[src/hw/rtl/csm_pkg.sv]
// Shared constants, codes and control types for the contiguous sublist match unit.
package csm_pkg;

    localparam int TEXT_DEPTH    = 1024;
    localparam int PATTERN_DEPTH = 256;

    localparam int TEXT_AW = (TEXT_DEPTH > 1) ? $clog2(TEXT_DEPTH) : 1;
    localparam int TEXT_CW = $clog2(TEXT_DEPTH + 1);
    localparam int PAT_AW  = (PATTERN_DEPTH > 1) ? $clog2(PATTERN_DEPTH) : 1;
    localparam int PAT_CW  = $clog2(PATTERN_DEPTH + 1);
    localparam int SUM_W   = ((TEXT_CW > PAT_CW) ? TEXT_CW : PAT_CW) + 1;

    localparam int CMD_W   = 2;
    localparam int VALUE_W = 32;

    typedef enum logic [CMD_W-1:0] {
        CMD_TEXT   = 2'd0,
        CMD_PAT    = 2'd1,
        CMD_SEARCH = 2'd2,
        CMD_NOP    = 2'd3
    } csm_cmd_code_t;

    typedef enum logic [1:0] {
        ST_IDLE,
        ST_READ,
        ST_CMP
    } csm_state_t;

    // controller -> datapath
    typedef struct packed {
        logic load_text;
        logic load_pat;
        logic start;
        logic step_k;
        logic step_s;
        logic finish;
        logic found;
    } csm_ctl_t;

    // datapath -> controller
    typedef struct packed {
        logic pat_empty;
        logic pat_longer;
        logic match;
        logic k_last;
        logic s_last;
        logic out_busy;
    } csm_stat_t;

endpackage

[src/hw/rtl/csm_ctrl.sv]
// Controller: request decode and the search state machine.
module csm_ctrl (
    input  logic                        clk,
    input  logic                        rst_n,
    input  logic                        req_valid,
    input  logic [csm_pkg::CMD_W-1:0]   req_cmd,
    input  csm_pkg::csm_stat_t          stat,
    output logic                        req_ready,
    output csm_pkg::csm_ctl_t           ctl
);
    import csm_pkg::*;

    csm_state_t state_reg, state_next;
    logic       accept;
    logic       is_search;

    assign is_search = (req_cmd == CMD_SEARCH);
    // a search waits until the previous result has left the output register
    assign req_ready = (state_reg == ST_IDLE) && !(is_search && stat.out_busy);
    assign accept    = req_valid && req_ready;

    always_comb
    begin
        state_next = state_reg;
        unique case (state_reg)
            ST_IDLE:
            begin
                if (accept && is_search && !stat.pat_empty && !stat.pat_longer)
                    state_next = ST_READ;
            end
            ST_READ:
            begin
                state_next = ST_CMP;
            end
            ST_CMP:
            begin
                if (stat.match ? stat.k_last : stat.s_last)
                    state_next = ST_IDLE;
                else
                    state_next = ST_READ;
            end
            default:
            begin
                state_next = ST_IDLE;
            end
        endcase
    end

    always_comb
    begin
        ctl = '0;
        unique case (state_reg)
            ST_IDLE:
            begin
                if (accept)
                begin
                    unique case (req_cmd)
                        CMD_TEXT:
                            ctl.load_text = 1'b1;
                        CMD_PAT:
                            ctl.load_pat = 1'b1;
                        CMD_SEARCH:
                        begin
                            if (stat.pat_empty)
                            begin
                                ctl.finish = 1'b1;
                                ctl.found  = 1'b1;
                            end
                            else if (stat.pat_longer)
                            begin
                                ctl.finish = 1'b1;
                            end
                            else
                            begin
                                ctl.start = 1'b1;
                            end
                        end
                        default:
                        begin
                        end
                    endcase
                end
            end
            ST_READ:
            begin
            end
            ST_CMP:
            begin
                if (stat.match)
                begin
                    if (stat.k_last)
                    begin
                        ctl.finish = 1'b1;
                        ctl.found  = 1'b1;
                    end
                    else
                        ctl.step_k = 1'b1;
                end
                else if (stat.s_last)
                    ctl.finish = 1'b1;
                else
                    ctl.step_s = 1'b1;
            end
            default:
            begin
            end
        endcase
    end

    always_ff @(posedge clk or negedge rst_n)
    begin
        if (!rst_n)
            state_reg <= ST_IDLE;
        else
            state_reg <= state_next;
    end

endmodule

[config.mk]
export PLATFORM = sky130hd
export DESIGN_NAME = csm_ctrl
export DESIGN_NICKNAME = d
export VERILOG_FILES = /design/src/hw/rtl/csm_pkg.sv /design/src/hw/rtl/csm_ctrl.sv
export SDC_FILE = /design/constraint.sdc
export NUM_CORES = 1
export LEC_CHECK = 0
export BUFFER_PORTS_ARGS = -buffer_cell sky130_fd_sc_hd__buf_2
export CAP_MARGIN = 10
export CORE_AREA = 4 4 41 43
export CTS_CLUSTER_DIAMETER = 50
export DETAILED_ROUTE_END_ITERATION = 8
export DIE_AREA = 0 0 45 47
export PLACE_DENSITY = 0.46
export SETUP_SLACK_MARGIN = 0.05
export SLEW_MARGIN = 10
export SYNTH_ARGS = -nofsm -noshare
export SYNTH_HDL_FRONTEND = slang
export SYNTH_SLANG_ARGS = --single-unit
export TNS_END_PERCENT = 5
[constraint.sdc]
create_clock -name clk -period 1.14 [get_ports clk]
set_clock_uncertainty 0.1 [all_clocks]
set_input_delay 0.285 -clock clk [delete_from_list [all_inputs] [get_ports clk]]
set_output_delay 0.285 -clock clk [all_outputs]
set_load 0.005 [all_outputs]
# Word-level counts from Yosys, hierarchy flattened
# Cells that the tools add are included.
# Widths: inputs -> output; s select.
dict set report totals {
  reg_bits 2
  inputBits 11
  out_inout_bits 8
  wordCells 43
}
dict set report op_classes {
  eq_ne 5
  muxes 26
  reduce_logical 11
}
# operator n
set ops {}
lappend ops {{$mux 1} 17}
lappend ops {{$mux 2} 5}
lappend ops {{$logic_and 1x1->1} 6}
lappend ops {{$mux 3} 2}
lappend ops {{$pmux 2 s3} 1}
lappend ops {{$eq 2x1->1 const B} 2}
lappend ops {{$eq 2x2->1 const B} 2}
lappend ops {{$logic_not 2->1} 2}
lappend ops {{$pmux 2 s2} 1}
lappend ops {{$logic_not 1->1} 3}
lappend ops {{$ne 2x1->1 const B} 1}

# Longest topological paths before layout
dict set report logic_depth {
  depth_word 10
  ltp_mapped 3
  ltp_nobuf 3
}

# Worst setup path after synthesis
# Ideal clock, no wire load.
dict set report synth_path {
  path_type {reg-to-output}
  start {register state_reg[1]}
  end {output port ctl[4] (netlist bit)}
  arrival_time_ns 0.840
  required_ns 0.755
  path_slack_ns -0.085
  stages_incl_launch_ff 4
  path_buffers 0
  cell_sequence {dfrtp_1 nor2_1 nand3_2 nor3_1}
}
# item line
set synth_lines {}
lappend synth_lines {{start, declared} csm_ctrl.sv:13} ;# csm_state_t state_reg, state_next;
lappend synth_lines {{start signal, assigned} csm_ctrl.sv:115} ;# state_reg <= state_next;
lappend synth_lines {{end, declared} csm_ctrl.sv:9} ;# output csm_pkg::csm_ctl_t ctl

==> results.sh <==
export IMPL_status="finished, violations left"
export IMPL_violations="setup timing"
export IMPL_p_leak_nw=0.2181
export IMPL_yosys_cell_types_count=17
export IMPL_cts_root_buffer_cell="clkbuf_4"
export IMPL_die_h_um=47
export IMPL_overflow=0
export IMPL_maxSlewViolCount=0
export IMPL_yosys_area_top_type="dfrtp_1"
export IMPL_antenna_found_initial=0
export IMPL_reg2reg_depth=4
export IMPL_ys_seq_area_share_pct=26.32
export IMPL_crit_type="reg -> out"
export IMPL_yosysWarnings=0
export IMPL_final_common_cell="buf_2"
export IMPL_top_layer="met3"
export IMPL_rsz0062_at_grt="true"
export IMPL_rows=13
export IMPL_syn_nets=34
export IMPL_endpoint_kind="primary output"
export IMPL_drc=0
export IMPL_powerDensity_mw_per_mm2=752.0
export IMPL_clockBufferDepth=2
export IMPL_io_buffers=18
export IMPL_drtPass1Iterations=1
export IMPL_start_util_pct=14.62
export IMPL_wire_per_inst_um=9.841
export IMPL_pwr_share_clk_pct=50.4
export IMPL_layout_drive_gt1_share_pct=81.48
export IMPL_arrival_ns=1.15
export IMPL_crit_path_start="state_reg[1]$_DFFE_PN0P_"
export IMPL_slowest_delay_ns=0.41
export IMPL_power_switching_mw=0.08871
export IMPL_cp_max_fo=5
export IMPL_postLayoutCellArea_um2=457.9
export IMPL_fp_dieW_um=45
export IMPL_hold_viol_final=0
export IMPL_grt_util_all_layers_pct=6.788
export IMPL_p_int_mw=0.2556
export IMPL_cts_tree="built"
export IMPL_ir_drop_mv=0.3131
export IMPL_io_pins=19
export IMPL_cpLargestDelayFamily="flip-flops"
export IMPL_swShare_pct=25.76
export IMPL_cp_buffers_inverters=2
export IMPL_grt_pass1_vias=272
export IMPL_cp_cell_sequence="buf_4 -> nand2b_4 -> o22ai_2 -> buf_2"
export IMPL_met3_length_um=60
export IMPL_hp_class="in -> reg"
export IMPL_hpwl_um=563.3
export IMPL_antenna_cells=0
export IMPL_syn_area_um2=190.2
export IMPL_n_fill_cell=148
export IMPL_numCtsBuffers=3
export IMPL_met2WireLength_um=302
export IMPL_cap_violations=0
export IMPL_finalWorstSetupSlack_ns=-0.3910
export IMPL_core_area_mm2=0.001301
export IMPL_largest_reg_flops=2
export IMPL_fmax_mhz=653.2
export IMPL_syn_avg_cell_area_um2=8.269
export IMPL_seqPwrFrac_pct=22.3
export IMPL_grt_max_degree=6
export IMPL_met1_length_um=316
export IMPL_most_common_layout_cells="buf_2, buf_4, nor3_2, clkbuf_4"
export IMPL_combPwrFrac_pct=27.3
export IMPL_min_delay_start="stat[4]"
export IMPL_area_growth_pct=140.8
export IMPL_vias=283
export IMPL_synth_top_area_share_pct=26.32
export IMPL_cts_htree_levels=1
export IMPL_fin_nets=66
export IMPL_clk_latency_ns=0.23
export IMPL_path_depth=4
export IMPL_fin_crit_ns=1.531
export IMPL_fp_dieArea_mm2=0.002115
export IMPL_cts_sinks=2
export IMPL_slew_headroom_pct=82.58
export IMPL_synthTopCellsByArea="dfrtp_1, nor3_1, nand2b_1"
export IMPL_grt_pass1_wl_mm=1.041
export IMPL_gp_congestion=0.6345
export IMPL_worst_pin_slew_ns=0.2601
export IMPL_clk_pin_slew_worst_paths_ns=0.03
export IMPL_required_ns=0.75
export IMPL_ant_nets=0
export IMPL_setup_viol=9
export IMPL_critPathLaunchType="flop"
export IMPL_synth_cells=23
export IMPL_hold_slack_ns=0.1818
export IMPL_slowest_stage="dfrtp_2"
export IMPL_finalCritPeriodShare_pct=134.3
export IMPL_first_iter_violations=0
export IMPL_r2r_start="state_reg[0]$_DFFE_PN0P_"
export IMPL_wl_um=679
export IMPL_ys_seq_elements=2
export IMPL_hold_path_depth=2
export IMPL_place_area_um2=386.6
export IMPL_via_per_inst=4.101
-- cells by family after synthesis --
logic type,count (synthesis),synth area share (%)
muxes,1,5.263
AOI/OAI and AO/OA,4,17.10
DFF,2,26.32
and+or+nand+nor,15,49.34
buffers and inverters,1,1.972
-- final cells by class --
cell class / count / area [µm²] / share of cell area, %
clock buffer: 4 / 26.28 / 5.738
multi-input combinational: 20 / 196.4 / 42.90
timing repair buffer: 27 / 160.2 / 34.97
tap: 15 / 18.77 / 4.098
inverter: 1 / 3.754 / 0.8197
sequential: 2 / 52.55 / 11.48
-- worst register-to-register path: stages, from the launching register on --
cell and delay, ns:
dfrtp_2 0.44, nor2_4 0.16, nand3_4 0.09, buf_4 0.15, o31ai_2 0.16
-- Yosys cell counts --
cell and n:
o31ai_2 1, a21oi_1 1, nand3_2 1, inv_1 1, mux2i_1 1, nor3b_2 1
dfrtp_1 2, nor3b_1 1, a311oi_1 1, nor2b_1 1, nand4b_1 1, nor3_1 4
nor2_1 2, nand2_1 1, nand3_1 1, nand2b_1 2, o22ai_1 1
-- what timing repair did --
action | in CTS | in global routing
endpoints found under the hold margin | 2 | 0
pin swaps | 2 | 2
setup endpoints to repair | 9 | 9
buffers inserted | 0 | 0
hold buffers | 1 | 0
gates resized for setup | 2 | 6
-- power groups by stage --
| stage | Clock [mW] | Combinational, mW | Sequential, mW |
|---|---|---|---|
| after detailed placement | 0 | 0.0842 | 0.0767 |
| after floorplan | 0 | 0.0253 | 0.0764 |
| after CTS | 0.182 | 0.0879 | 0.0766 |
| after global routing | 0.193 | 0.103 | 0.0769 |
| after global placement | 0 | 0.0838 | 0.0767 |
| final | 0.174 | 0.0940 | 0.0766 |
-- per-layer routing --
layer  global-route usage (%)  vias up
li1                         -      149
met1                    8.844      119
met2                    9.887       15
met3                    2.299        0
met4                    3.509        0
met5                        0        -
-- stage by stage --
stage | cells | TNS [ns] | utilization (%) | total power [mW] | setup WS (ns)
after detailed placement | 64 | -1.663 | 29.71 | 0.1609 | -0.2664
after global placement | 64 | -1.609 | 29.71 | 0.1605 | -0.2506
after floorplan | 23 | -0.09852 | - | 0.1017 | -0.03417
after CTS | 69 | -3.152 | 32.98 | 0.3470 | -0.4105
after global routing | 69 | -3.572 | 35.19 | 0.3726 | -0.4606
final | 69 | -2.962 | 35.19 | 0.3444 | -0.3910
-- worst paths after layout --
check                      slack (ns)                  endpoint
setup reg to reg                -0.05  state_reg[0]$_DFFE_PN0P_
max in group asynchronous        0.56  state_reg[0]$_DFFE_PN0P_
hold reg to reg                  0.41  state_reg[1]$_DFFE_PN0P_
setup / recovery                -0.39                    ctl[1]
min in group asynchronous        0.27  state_reg[1]$_DFFE_PN0P_
hold / removal                   0.18  state_reg[0]$_DFFE_PN0P_
(Power assumes the default switching activity.)
